===== config.mk =====
export PLATFORM = sky130hd
export DESIGN_NAME = bvc_classify
export DESIGN_NICKNAME = d
export VERILOG_FILES = /design/src/hw/rtl/bvc_pkg.sv /design/src/hw/rtl/bvc_classify.sv
export SDC_FILE = /design/constraint.sdc
export NUM_CORES = 1
export LEC_CHECK = 0
export BUFFER_PORTS_ARGS = -buffer_cell sky130_fd_sc_hd__buf_2
export CAP_MARGIN = 10
export CORE_UTILIZATION = 50
export CTS_CLUSTER_DIAMETER = 50
export DETAILED_ROUTE_END_ITERATION = 10
export HOLD_SLACK_MARGIN = 0.03
export PLACE_DENSITY = 0.82
export SETUP_SLACK_MARGIN = 0.15
export SLEW_MARGIN = 30
export SYNTH_ARGS = -nofsm -noshare
export SYNTH_HDL_FRONTEND = slang
export SYNTH_SLANG_ARGS = --single-unit
export TNS_END_PERCENT = 5

===== constraint.sdc =====
create_clock -name clk -period 14.9 [get_ports clk]
set_clock_uncertainty 0.05 [all_clocks]
set_input_delay 1.49 -clock clk [delete_from_list [all_inputs] [get_ports clk]]
set_output_delay 1.49 -clock clk [all_outputs]
set_load 0.01 [all_outputs]

===== src/hw/rtl/bvc_pkg.sv =====
// Shared types and constants of the bounding-volume cull classifier.
`timescale 1ns / 1ps
`default_nettype none
package bvc_pkg;

  localparam int CoordW  = 24;
  localparam int LenW    = 23;
  localparam int MagW    = CoordW + 1;
  localparam int SqW     = 2 * CoordW + 1;
  localparam int D2W     = SqW + 2;
  localparam int RsumW   = LenW + 1;
  localparam int Rsum2W  = 2 * RsumW;
  localparam int Rdiff2W = 2 * LenW;
  localparam int CfgIdxW = 3;
  localparam int InDataW = 168;
  localparam int OutDataW = 8;

  typedef enum logic [1:0] {
    CLS_REJECT = 2'd0,
    CLS_ACCEPT = 2'd1,
    CLS_SPLIT  = 2'd2
  } cls_t;

  typedef enum logic [CfgIdxW-1:0] {
    REG_QCX  = 3'd0,
    REG_QCY  = 3'd1,
    REG_QCZ  = 3'd2,
    REG_QRAD = 3'd3,
    REG_QHX  = 3'd4,
    REG_QHY  = 3'd5,
    REG_QHZ  = 3'd6
  } reg_idx_t;

  typedef struct packed {
    logic signed [CoordW-1:0] cx;
    logic signed [CoordW-1:0] cy;
    logic signed [CoordW-1:0] cz;
    logic [LenW-1:0]          rad;
    logic [LenW-1:0]          hx;
    logic [LenW-1:0]          hy;
    logic [LenW-1:0]          hz;
  } query_t;

  typedef struct packed {
    logic                is_part;
    logic                part_sel;
    logic [SqW-1:0]      sq_x;
    logic [SqW-1:0]      sq_y;
    logic [SqW-1:0]      sq_z;
    logic [Rsum2W-1:0]   rsum2;
    logic                rin_ok;
    logic [Rdiff2W-1:0]  rdiff2;
    logic                box_in;
  } geom_t;

endpackage
`default_nettype wire


===== src/hw/rtl/bvc_classify.sv =====
// Second stage: distance sum, sphere and box decisions, class state, result register.
`timescale 1ns / 1ps
`default_nettype none
module bvc_classify
  import bvc_pkg::*;
(
  input  wire logic                clk,
  input  wire logic                rst_n,
  input  wire logic                geo_valid,
  output logic                     geo_ready,
  input  geom_t                    geo,
  output logic                     out_tvalid,
  input  wire logic                out_tready,
  output logic [OutDataW-1:0]      out_tdata
);

  logic           vo_r;
  cls_t           cls_r;
  cls_t           cls_nxt;
  cls_t           obj_cls;
  logic [1:0]     code_r;
  logic [1:0]     code_nxt;
  logic           keep_r;
  logic           keep_nxt;
  logic [D2W-1:0] d2;
  logic           apart;
  logic           overlap;
  logic           take;

  assign geo_ready  = !vo_r || out_tready;
  assign take       = geo_ready && geo_valid;
  assign out_tvalid = vo_r;
  assign out_tdata  = {{(OutDataW-3){1'b0}}, keep_r, code_r};

  always_comb begin
    d2 = {2'b00, geo.sq_x} + {2'b00, geo.sq_y} + {2'b00, geo.sq_z};
    apart   = d2 > {{(D2W-Rsum2W){1'b0}}, geo.rsum2};
    overlap = d2 < {{(D2W-Rsum2W){1'b0}}, geo.rsum2};

    priority if (apart) begin
      obj_cls = CLS_REJECT;
    end else if (geo.rin_ok && (d2 < {{(D2W-Rdiff2W){1'b0}}, geo.rdiff2})) begin
      obj_cls = CLS_ACCEPT;
    end else if (geo.box_in) begin
      obj_cls = CLS_ACCEPT;
    end else begin
      obj_cls = CLS_SPLIT;
    end

    if (geo.is_part) begin
      cls_nxt  = cls_r;
      code_nxt = cls_r;
      // Under split, a selected part outside the query sphere is dropped.
      keep_nxt = geo.part_sel && !((cls_r == CLS_SPLIT) && !overlap);
    end else begin
      cls_nxt  = obj_cls;
      code_nxt = obj_cls;
      keep_nxt = 1'b0;
    end
  end

  always_ff @(posedge clk) begin
    if (!rst_n) begin
      vo_r  <= 1'b0;
      cls_r <= CLS_ACCEPT;
    end else begin
      if (geo_ready) begin
        vo_r <= geo_valid;
      end
      if (take) begin
        cls_r <= cls_nxt;
      end
    end
  end

  always_ff @(posedge clk) begin
    if (take) begin
      code_r <= code_nxt;
      keep_r <= keep_nxt;
    end
  end

endmodule
`default_nettype wire


==> impl_metrics.toml <==
[finish]
nNetsFinal = 1528
drive_gt1_share_pct = 25.1
syn2layout_area_growth_pct = 20.8
final_cell_mix = "253 x buf_2, 141 x ha_1, 114 x inv_1"
utilization_pct = 63.0
final_common_cell = "buf_2"

[route]
drcViolationCount = 0
via_count = 7331
dr.pass1.iters = 5
wirelength_microns = 20600
drt_iter0_markers = 381
ant_nets = 0
wl_per_cell_microns = 16.3
routed_via_density = 5.82

[critical_path]
critPathCaptureType = "flop"
cp-start-kind = "input port"
worstPathRequired_ps = 14880
crit_path_max_fanout = 5
worst-setup-path-type = "in -> reg"
timing.critical_path.cells = "buf_2 -> fa_1 -> ha_1 -> a211oi_1 -> o31ai_2 -> o211ai_1 -> a21oi_1 -> o211a_1 -> nor3_1 -> o21a_1 -> o21ai_1 -> xnor2_1 -> ha_1 -> a21o_1 -> a21o_1 -> a211oi_1 -> o211ai_1 -> nor3_1 -> a21oi_1 -> nor3_1 -> nand2_1 -> o31ai_1"
cpPeakStageDelay_ps = 530
reg2reg_setup_slack_ps = 13710
crit_top_cell = "nor3_1"
arrival_ps = 7030
slowest_stage = "fa_1"

[logic_synthesis]
async_reset_ff_share_pct = 0
ys_types = 74
synthTopCellsByArea = "ha_1 26%, fa_1 15%, inv_1 6.4%"
synthCells = 851
synth_xor_area_share_pct = 5.48
synth_top_area_share_pct = 26.3
syn-cell-area_sq_um = 6710
synthMuxAreaShare_pct = 0
ys.flop_type = "edfxtp_1"
yosys.area_share.adder_pct = 41.2
synth_edf_count = 3
synth_simple_gate_area_share_pct = 16.0
syn-mean-instance-area_sq_um = 7.89
synth_largest_area_cell = "ha_1"
ys_ff_latch = 6
synth_compound_area_share_pct = 26.0
yosys_warnings = 0
synth_top_family_by_area = "adder cells"
seq_area_frac_synth_pct = 2.24

[sta]
rsz0062_at_grt = "false"
setup_tns_ps = 0
setup_viol = 0
maxSlewViolCount = 0
worst_pin_slew_ps = 587
fin_crit_ps = 7050
finalWorstSetupSlack_ps = 7850
fmax_mhz = 142
hold_viol = 0
maxSlewHeadroom_pct = 60.3
period_share_pct = 47.3

[floorplanning]
rows = 41
ios = 259
die_x_microns = 118
core_area_sq_um = 12900
fp.dieArea_sq_um = 13900
start_util_pct = 52.1
die_h_microns = 118

[power]
p_comb_share_pct = 91.5
p_leak_uw = 0.00440
vdd_drop_max_mv = 0.0832
power_frac_clock_pct = 5.9
power_per_cell_area_nw_per_um2 = 94.3
switching_share_pct = 54.2
power_frac_seq_pct = 2.6
p_int_uw = 350
power.switching_uw = 414

[global_routing]
grt_pass1_wl_microns = 33700
grt_pass1_vias = 7444
grt.overflow.total = 0
track_usage_pct = 29.3
grt_max_degree = 13
antenna_found_initial = 1

[clock_tree]
clock_path_buffers = 2
post_cts_resize_count = 0
cts_max_level = 1
post-cts-setup-buffers = 0
ctsHoldBuffers = 0
tritoncts = "built"
clk_latency_ps = 220
numClockSinks = 6
root_buffer = "clkbuf_16"
clkTransAtPathRegs_ps = 40
cts_buffers = 3

[place]
routabilityCongestion = 0.956
port_buffers = 253
post-place-ws_ps = 7760
dp_hpwl_microns = 18600

[status]
status = "completed"

[flow_run]
max_cap_viol_count = 0

[hold_path]
hold_path.class = "reg -> reg"
-- state kept, by name, indices dropped and copies added (netlist names) --
signal      flops
cls_r           2
code_r          2
keep_r          1
out_tvalid      1
-- cell type report --
cell class | count | area (sq um)
flip-flops and latches | 6 | 150
well taps | 172 | 215
repair buffers | 253 | 1270
multi-input cells | 710 | 5970
inverters | 114 | 428
diodes | 1 | 2.50
clock buffers | 4 | 78.8
fillers | 1199 | 4770
-- routing by layer --
layer / vias to the layer above / part of all wire, % / GRT usage (%)
met5: - / 0 / 0
met4: 0 / 2.4 / 6.57
met3: 52 / 7.5 / 3.59
met2: 385 / 49 / 54.5
met1: 3349 / 41 / 35.7
li1: 3545 / - / -
-- kinds of logic after synthesis --
| kind of cell | Yosys count |
|---|---|
| buffers and inverters | 139 |
| adders and majority gates | 191 |
| other | 1 |
| AOI/OAI and AO/OA | 265 |
| DFF | 6 |
| and+or+nand+nor | 207 |
| xor gates and xnor gates | 42 |
-- Yosys cell counts (7+ instances only) --
master      n
fa_1       50
a211oi_1    7
a21oi_1    84
and3_1      7
o21bai_1   10
inv_1     114
o21a_1     12
a21o_1     41
nand4_1    28
ha_1      141
nor2b_1     7
nand3_1    12
nand2_1    63
o21ai_0    37
buf_4      10
nor3_1     10
xnor2_1    26
o211ai_1    9
nor2_1     37
o21ai_1     7
xor2_1     16
-- power groups by stage --
stage | registers, uW | logic, uW | clock network [uW]
floorplan | 20.3 | 505 | 0
global placement | 20.3 | 674 | 0
detailed placement | 20.3 | 686 | 0
CTS | 20.1 | 690 | 45.4
global route | 20.2 | 788 | 48.1
finish | 20.2 | 699 | 45.0
-- final timing paths --
| path | cells past startpoint | from | endpoint |
|---|---|---|---|
| min reg2reg | 2 | cls_r[1]$_SDFFE_PN0P_ | cls_r[1]$_SDFFE_PN0P_ |
| max reg2reg | 5 | out_tvalid$_SDFFE_PN0N_ | cls_r[0]$_SDFFE_PN1P_ |
| min | 2 | cls_r[1]$_SDFFE_PN0P_ | cls_r[1]$_SDFFE_PN0P_ |
| max | 22 | geo[98] | code_r[1]$_DFFE_PP_ |
-- critical path, delay by kind of cell --
| kind | cells | cell delay [ps] |
|---|---|---|
| AND/OR/NAND/NOR | 4 | 1130 |
| buffers and inverters | 1 | 110 |
| AO/OA/AOI/OAI | 13 | 2820 |
| adder cells (fa/ha/maj) | 3 | 1170 |
| XOR/XNOR | 1 | 310 |
-- through the flow --
step           power, uW  instance area, sq um  std cells  hold slack [ps]
3_5_place_dp         706                  8030       1255              471
6_report             764                  8110       1260              489
5_1_grt              857                  8110       1259              512
3_3_place_gp         695                  8030       1255              449
4_1_cts              756                  8110       1259              480
2_1_floorplan        525                  6730        855              427
Power figures use the tool's default switching activity.
