`config.mk`:
```
export PLATFORM = sky130hd
export DESIGN_NAME = bvc_cfg_regs
export DESIGN_NICKNAME = d
export VERILOG_FILES = /design/src/hw/rtl/bvc_pkg.sv /design/src/hw/rtl/bvc_cfg_regs.sv
export SDC_FILE = /design/constraint.sdc
export NUM_CORES = 1
export LEC_CHECK = 0
export ABC_CLOCK_PERIOD_IN_PS = 1100
export BUFFER_PORTS_ARGS = -buffer_cell sky130_fd_sc_hd__buf_2
export CORE_AREA = 2 2 113 224
export DETAILED_ROUTE_END_ITERATION = 16
export DIE_AREA = 0 0 115 226
export MAX_ROUTING_LAYER = met4
export PLACE_DENSITY_LB_ADDON = 0.3
export SYNTH_ARGS = -nofsm -noshare
export SYNTH_HDL_FRONTEND = slang
export SYNTH_SLANG_ARGS = --single-unit
```
`constraint.sdc`:
```
create_clock -name clk -period 1.1 [get_ports clk]
set_input_delay 0.22 -clock clk [delete_from_list [all_inputs] [get_ports clk]]
set_output_delay 0.22 -clock clk [all_outputs]
set_load 0.02 [all_outputs]
```
`src/hw/rtl/bvc_pkg.sv`:
```
// Shared types and constants of the bounding-volume cull classifier.
`timescale 1ns / 1ps
`default_nettype none
package bvc_pkg;

  localparam int CoordW  = 24;
  localparam int LenW    = 23;
  localparam int MagW    = CoordW + 1;
  localparam int SqW     = 2 * CoordW + 1;
  localparam int D2W     = SqW + 2;
  localparam int RsumW   = LenW + 1;
  localparam int Rsum2W  = 2 * RsumW;
  localparam int Rdiff2W = 2 * LenW;
  localparam int CfgIdxW = 3;
  localparam int InDataW = 168;
  localparam int OutDataW = 8;

  typedef enum logic [1:0] {
    CLS_REJECT = 2'd0,
    CLS_ACCEPT = 2'd1,
    CLS_SPLIT  = 2'd2
  } cls_t;

  typedef enum logic [CfgIdxW-1:0] {
    REG_QCX  = 3'd0,
    REG_QCY  = 3'd1,
    REG_QCZ  = 3'd2,
    REG_QRAD = 3'd3,
    REG_QHX  = 3'd4,
    REG_QHY  = 3'd5,
    REG_QHZ  = 3'd6
  } reg_idx_t;

  typedef struct packed {
    logic signed [CoordW-1:0] cx;
    logic signed [CoordW-1:0] cy;
    logic signed [CoordW-1:0] cz;
    logic [LenW-1:0]          rad;
    logic [LenW-1:0]          hx;
    logic [LenW-1:0]          hy;
    logic [LenW-1:0]          hz;
  } query_t;

  typedef struct packed {
    logic                is_part;
    logic                part_sel;
    logic [SqW-1:0]      sq_x;
    logic [SqW-1:0]      sq_y;
    logic [SqW-1:0]      sq_z;
    logic [Rsum2W-1:0]   rsum2;
    logic                rin_ok;
    logic [Rdiff2W-1:0]  rdiff2;
    logic                box_in;
  } geom_t;

endpackage
`default_nettype wire

```
`src/hw/rtl/bvc_cfg_regs.sv`:
```
// Query bound configuration registers.
`timescale 1ns / 1ps
`default_nettype none
module bvc_cfg_regs
  import bvc_pkg::*;
(
  input  wire logic               clk,
  input  wire logic               rst_n,
  input  wire logic               cfg_valid,
  output logic                    cfg_ready,
  input  wire logic [CfgIdxW-1:0] cfg_index,
  input  wire logic [31:0]        cfg_data,
  output query_t                  query
);

  query_t q_r;
  query_t q_nxt;

  assign cfg_ready = 1'b1;
  assign query     = q_r;

  always_comb begin
    q_nxt = q_r;
    if (cfg_valid) begin
      unique case (reg_idx_t'(cfg_index))
        REG_QCX:  q_nxt.cx  = cfg_data[CoordW-1:0];
        REG_QCY:  q_nxt.cy  = cfg_data[CoordW-1:0];
        REG_QCZ:  q_nxt.cz  = cfg_data[CoordW-1:0];
        REG_QRAD: q_nxt.rad = cfg_data[LenW-1:0];
        REG_QHX:  q_nxt.hx  = cfg_data[LenW-1:0];
        REG_QHY:  q_nxt.hy  = cfg_data[LenW-1:0];
        REG_QHZ:  q_nxt.hz  = cfg_data[LenW-1:0];
        default:  q_nxt = q_r;
      endcase
    end
  end

  always_ff @(posedge clk) begin
    if (!rst_n) begin
      q_r <= '0;
    end else begin
      q_r <= q_nxt;
    end
  end

endmodule
`default_nettype wire

```
==> results of run 1 <==
## cells in the final DEF, fill, tap and decap left out
| cell type | instances |
|---|---|
| and4bb_2 | 1 |
| buf_12 | 15 |
| buf_2 | 28 |
| buf_4 | 60 |
| buf_6 | 165 |
| bufinv_16 | 1 |
| clkbuf_16 | 17 |
| clkbuf_8 | 2 |
| clkinv_2 | 3 |
| clkinv_4 | 2 |
| clkinvlp_4 | 2 |
| conb_1 | 1 |
| dfxtp_2 | 162 |
| dfxtp_4 | 2 |
| inv_6 | 4 |
| inv_8 | 1 |
| mux2i_1 | 164 |
| nand2_1 | 188 |
| nand4b_1 | 1 |
| nand4b_2 | 2 |
| nand4bb_2 | 1 |
| nand4bb_4 | 1 |
| nor4b_4 | 1 |
## per-stage QoR
| stage | instances | util | total power, W |
|---|---|---|---|
| 2_1_floorplan | 565 | - | 0.006841 |
| 3_3_place_gp | 1048 | 0.3118 | 0.007349 |
| 3_5_place_dp | 1048 | 0.3118 | 0.007358 |
| 4_1_cts | 1088 | 0.3888 | 0.01354 |
| 5_1_grt | 1114 | 0.3968 | 0.01383 |
| 6_report | 1114 | 0.3968 | 0.01335 |
## area by class of cell
type                            instances  area (um2)  area share
Clock buffer                           19       452.9     0.04693
Tap cell                              290       362.8     0.03759
Multi-Input combinational cell        360        2470      0.2559
Sequential cell                       164        3493      0.3619
Timing Repair Buffer                  268        2749      0.2848
Clock inverter                         13       123.9     0.01283
## power by group through the flow
stage / Sequential [W] / Clock [W] / Combinational (W)
global placement: 0.00627 / 0 / 0.00108
detailed placement: 0.00627 / 0 / 0.00109
global route: 0.00619 / 0.00629 / 0.00134
CTS: 0.00618 / 0.00611 / 0.00125
floorplan: 0.00643 / 0 / 0.000415
finish: 0.00618 / 0.00592 / 0.00125
## path summary, 6_finish.rpt
check / start / end / cells past startpoint
worst min-delay path: cfg_data[23] / query[115] / 3
worst max-delay path: query[92] / query[92] / 1
worst min register to register: query[53] / query[53] / 2
worst max register to register: query[54] / query[54] / 4
## cells by family (layout without fill, tap and decap cells)
kind of cell / count (synthesis) / count (layout) / synth area share
AND/OR/NAND/NOR: 195 / 195 / 0.1322
other: 1 / 1 / 0.0006290
buffers and inverters: 41 / 300 / 0.04113
flip-flops: 164 / 164 / 0.5507
multiplexers: 164 / 164 / 0.2753
## routing by layer
layer | track usage | up-vias | part of all wire | wire (um)
met3 | 0.03623 | 23 | 0.034 | 653
met1 | 0.1526 | 2321 | 0.37 | 7081
met4 | 0.06607 | 0 | 0.026 | 510
met5 | - | - | 0 | 0
met2 | 0.2901 | 124 | 0.57 | 11040
li1 | - | 2356 | - | -
## timing repair
action                     4_1_cts  5_1_grt
setup endpoints to repair      164      164
resized for setup              494        0
buffers inserted                 8       26
==> metrics.md, run 1 <==
| Metric | Value |
|---|---|
| Status | finished with violations |
| Failing checks | setup timing |
| Die Span Y | between 200 and 250 um |
| Fraction of layout cells with a size suffix above 1 | 0.5704 |
| Area grow syn2layout | 61.89% |
| Switching pwr | 0.003404 W |
| Starting Density | 0.2451 |
| Power Density | approximately 1400 nW/um2 |
| Unrepaired setup endpoints after global routing | yes |
| Max_cap viols | 0 |
| Clock root cell | clkbuf_16 |
| DR WL/cell | ~17 um |
| Routed vias | 4824 |
| Internal | 0.009948 W |
| Startpoint types | flop |
| TritonCTS clock tree | built |
| Combinational power share | 0.094 |
| Fin. Hold Viols | 0 |
| Most numerous cell in the Yosys netlist | nand2_1 |
| Placed inst area | between 7000 and 8000 um2 |
| TritonRoute pass-1 iters | 4 |
| Antenna fix cells | 0 |
| Fin Hold WS | 0.09982 ns |
| Number of flip-flops in the largest register | 164 |
| Crit-path max FO | 2 |
| Fmax achieved | 869.0 MHz |
| GP Congestion | just over 0.7 |
| Gr ovfl total | 0 |
| # fillers | between 2000 and 2500 |
| Htree depth | 4 |
| Worst vdd ir | 0.7927 mV |
| Ys flop type | dfxtp_1 |
| Post-route cell area | 9652 um2 |
| Num CTS Buffers | 17 |
| Largest cells by area after synthesis | dfxtp_1 55%, mux2i_1 28%, nand2_1 12%, buf_4 1.5%, buf_6 0.94% |
| Final TNS setup | -1.540 ns |
| Nets | 849 |
| Hold-fix buffers, CTS | 0 |
| Warning count from the yosys run | 0 |
| DRC viols | 0 |
| Fin. max-slew vios | 0 |
| Core area | 24320 um2 |
| Total GRT Usage | 0.1565 |
| Final WS setup | -0.05072 ns |
| WP data required | between 0.8 and 0.9 ns |
| Post-synth ARST share | 0 |
| Post-synth EDFFs | 0 |
| Post-Syn Area | 5962 um2 |
| PortBufs | between 150 and 200 |
| Antenna viol nets, final | 0 |
| Synthesized instance count | 565 |
| First-pass GRT wire length | 28.81 mm |
| Reg2reg setup slack | 0.30 ns |
| Switching Fraction | 0.2549 |
| Worst-case clock buffer depth | 2 |
| Top-area cell type share of the netlist area | 0.5507 |
| #FFs+latches synth | between 150 and 200 |
| CP max stage delay | around 0.36 ns |
| Sequential area share after synthesis | 0.5507 |
| Critical path's slowest cell | dfxtp_4 |
| Initial antenna violation count | 0 |
| Endpoint class of the critical path | output pin |
| Clk slew on worst S/H paths | about 0.070 ns |
| Min-Delay Path Class | in2reg |
| Syn nets | roughly 600 |
| Die width | 115 um |
| Clock power frac | 0.443 |
| Leak | 4.701 nW |
| Final WL | 19.29 mm |
| Vias in the first global route | 4928 |
| Avg Inst Size Synth | 10.55 um2 |
| Worst skew pair latency | around 0.43 ns |
| Arrival time worst endpoint | between 0.9 and 1 ns |
| Clock sinks | 164 |
| Seq pwr share | 0.463 |
| Post-Place Worst Slack | -0.2447 ns |
| Final min period | 1.151 ns |
| Crit Path Class | reg2out |
| Drt via density | 4.330 |
| Worst Skew | 0 ns |
| Largest net degree at the start of global routing | 25 |
| Die ar. | 25990 um2 |
| Top cells by count, synth | 188 x nand2_1, 164 x dfxtp_1, 164 x mux2i_1 |
| Final period util | 1.046 |
| Crit path max-delay family | flip-flops |
| Top cell type by total area after synthesis | dfxtp_1 |
| Row cnt | 81 |
| Final setup fails | 138 |
| Synth cell types | 14 |
| I/O pin total | 203 |
| Worst path bufs/invs | 1 |
| Final HPWL DP | 13.79 mm |
| DR iter-0 viols | approximately 150 |
| CP cell instances | buf_6 |
No activity file was read; power rests on OpenSTA's default activity.
==> inputs of run 2 (changes only) <==
--- a/config.mk
+++ b/config.mk
@@ -5,8 +5,8 @@
 export SDC_FILE = /design/constraint.sdc
 export NUM_CORES = 1
 export LEC_CHECK = 0
-export ABC_CLOCK_PERIOD_IN_PS = 1100
-export BUFFER_PORTS_ARGS = -buffer_cell sky130_fd_sc_hd__buf_2
+export ABC_CLOCK_PERIOD_IN_PS = 1400
+export BUFFER_PORTS_ARGS = -buffer_cell sky130_fd_sc_hd__buf_4
 export CORE_AREA = 2 2 113 224
 export DETAILED_ROUTE_END_ITERATION = 16
 export DIE_AREA = 0 0 115 226
==> constraint.sdc (replaced) <==
create_clock -name clk -period 1.4 [get_ports clk]
set_input_delay 0.28 -clock clk [delete_from_list [all_inputs] [get_ports clk]]
set_output_delay 0.28 -clock clk [all_outputs]
set_load 0.02 [all_outputs]
==> run 2 against run 1 <==
Largest cell class unchanged. Global-route usage down 0.26 points. First-iteration DRC count down 4.0%. Highest routed layer unchanged. Sequential share of layout area up 2.8 points. Clock power down 23%. Sequential power down 22%. Setup slack better by 0.20 ns. Utilization down 5.1 points. Critical path depth unchanged. The run now ends clean.
==> metrics.md, run 2 (synthesis gave the netlist of run 1 again) <==
| Metric | Value |
|---|---|
| Status | completed |
| Starting Density | 0.2451 (unchanged) |
| Die Span Y | 226 um (unchanged) |
| Row cnt | 81 (unchanged) |
| R2R Path Start | query[92] |
| Crit Path Class | reg2out |
| Resized Gates After CTS | 0 (-100%) |
| Min-Delay Path Class | in2reg |
| Endpoint class of the critical path | output pin |
| Number of flip-flops in the largest register | 164 (unchanged) |
| Largest net degree at the start of global routing | 27 (+8.0%) |
| Clk slew on worst S/H paths | 0.06 ns (about the same) |
| Fmax achieved | 798.4 MHz |
| Final period util | 0.8946 |
| Gr ovfl total | 0 (unchanged) |
| Num CTS Buffers | 17 (unchanged) |
| Worst skew pair latency | 0.43 ns (about the same) |
| Leak | 4.223 nW (-10%) |
| Top Usage Layer GRT | met2 |
| Crit path max-delay family | flip-flops |
| Hold-fix buffers, CTS | 0 (unchanged) |
| DR WL/cell | 17.52 um (+1.2%) |
| Vias in the first global route | 4682 (-5.0%) |
| Commonest non-fill, non-tap cell in the layout | buf_4 |
| Final min period | ~1.3 ns |
| Worst Skew | 0 ns (unchanged) |
| Hold path depth | 3 (unchanged) |
| TritonCTS clock tree | built |
| Power Density | 1212 nW/um2 (-12%) |
| Met1 Resource Use GR | 0.1504 (-0.002140) |
| Critical path's slowest cell | dfxtp_1 |
| Clock root cell | clkbuf_16 |
| Worst vdd ir | 0.8698 mV (+9.7%) |
| Max_cap viols | 0 (unchanged) |
| Fraction of layout cells with a size suffix above 1 | 0.3256 (-0.2448) |
| Commonest non-fill, non-tap cells in the layout | 212 x buf_4, 188 x nand2_1, 164 x mux2i_1, 164 x dfxtp_1, 17 x clkbuf_16 |
| Worst path bufs/invs | 1 (unchanged) |
| Final WL | 18.69 mm (-3.1%) |
| Htree depth | 4 (unchanged) |
| Total GRT Usage | 0.1539 (-0.002552) |
| Arrival time worst endpoint | 0.97 ns (+0.04 ns) |
| Area grow syn2layout | 41.24% |
| Clock sinks | 164 (unchanged) |
| First-pass GRT wire length | 28.19 mm (-2.1%) |
| Initial antenna violation count | 0 (unchanged) |
| Drt via density | 4.315 (-0.36%) |
| Die width | 115 um (unchanged) |
| GP Congestion | 0.7191 (+0.39%) |
| M2 GR Usage | 0.2793 (-0.01082) |
| # fillers | 2507 (+3.8%) |
| DRC viols | 0 (unchanged) |
| Final Power | 0.01021 W (-24%) |
| Core area | 24320 um2 (unchanged) |
| WHS Endpoint | query[139] |
| I/O pin total | 203 (unchanged) |
| Fin. Hold Viols | 0 (unchanged) |
| WP data required | 1.12 ns (+0.24 ns) |
| Antenna viol nets, final | 0 (unchanged) |
| Final setup fails | 0 (-100%) |
| Final HPWL DP | 13.55 mm (-1.7%) |
| TritonRoute pass-1 iters | 4 (unchanged) |
| Startpoint types | flop |
| Reg2Reg Depth | 2 (-2) |
| Hold_sp | cfg_data[23] |
| Worst-case clock buffer depth | 2 (unchanged) |
| Routed vias | 4604 (-4.6%) |
| GRT met3 Usage | 0.04187 (+0.005636) |
| PortBufs | 193 (unchanged) |
| CP cell instances | buf_4 |
| Antenna fix cells | 0 (unchanged) |
| Setup bufs post-CTS | 0 (-8) |
| Fin Hold WS | 0.1620 ns (+0.06217 ns) |
| Reg2reg setup slack | 0.78 ns (+0.48 ns) |
| Nets | 802 (-5.5%) |
| Fin. max-slew vios | 0 (unchanged) |
| Unrepaired setup endpoints after global routing | no |
| DR iter-0 viols | 145 (-4.0%) |
| Crit-path max FO | 2 (unchanged) |
| CP max stage delay | 0.38 ns (+0.02 ns) |
| Die ar. | 25990 um2 (unchanged) |
| Terminus of the critical flop-to-flop path | query[92] |
-- run 2: per-stage QoR --
stage               setup WS (ns)  instances    TNS, ns  utilization  instance area, um2
floorplan                  0.1707        565          0            -                5962
global placement          0.03640       1035          0       0.3231                7859
detailed placement      -0.007398       1035  -0.007398       0.3231                7859
CTS                       0.09980       1067          0       0.3462                8421
global route              0.09674       1067          0       0.3462                8421
finish                     0.1475       1067          0       0.3462                8421
-- run 2: layout make-up --
class | instances | area (um2) | area share
well taps | 290 | 362.8 | 0.04309
flip-flops and latches | 164 | 3283 | 0.3899
clock buffers | 24 | 461.7 | 0.05483
clock inverters | 8 | 100.1 | 0.01189
repair buffers | 221 | 1763 | 0.2094
multi-input cells | 360 | 2450 | 0.2909
-- run 2: how the worst max path moves through the flow --
| stage | startpoint | cells past startpoint | endpoint | slack (ns) |
|---|---|---|---|---|
| 6_report | query[156] | 1 | query[156] | 0.15 |
| 5_1_grt | query[156] | 1 | query[156] | 0.1 |
| 4_1_cts | query[156] | 1 | query[156] | 0.1 |
| 3_5_place_dp | cfg_index[1] | 4 | query[150] | -0.007 |
| 3_3_place_gp | cfg_index[1] | 4 | query[151] | 0.04 |
| 2_1_floorplan | cfg_valid | 5 | query[140] | 0.17 |
-- run 2: worst register-to-register path, delay by kind of cell, from the launching register on --
kind	cells	cell delay (ns)
DFF	1	0.36
muxes	1	0.13
and+or+nand+nor	1	0.06
-- run 2: power breakdown --
group          switching [W]  internal, W
sequential         0.0000564      0.00477
clock                0.00186      0.00267
combinational       0.000503     0.000345
total                0.00242      0.00779
-- run 2: routing by layer --
metal  share of wire  routed length [um]
met5               0                   0
met4           0.032                 595
met3           0.037                 683
met2            0.56               10530
met1            0.37                6879
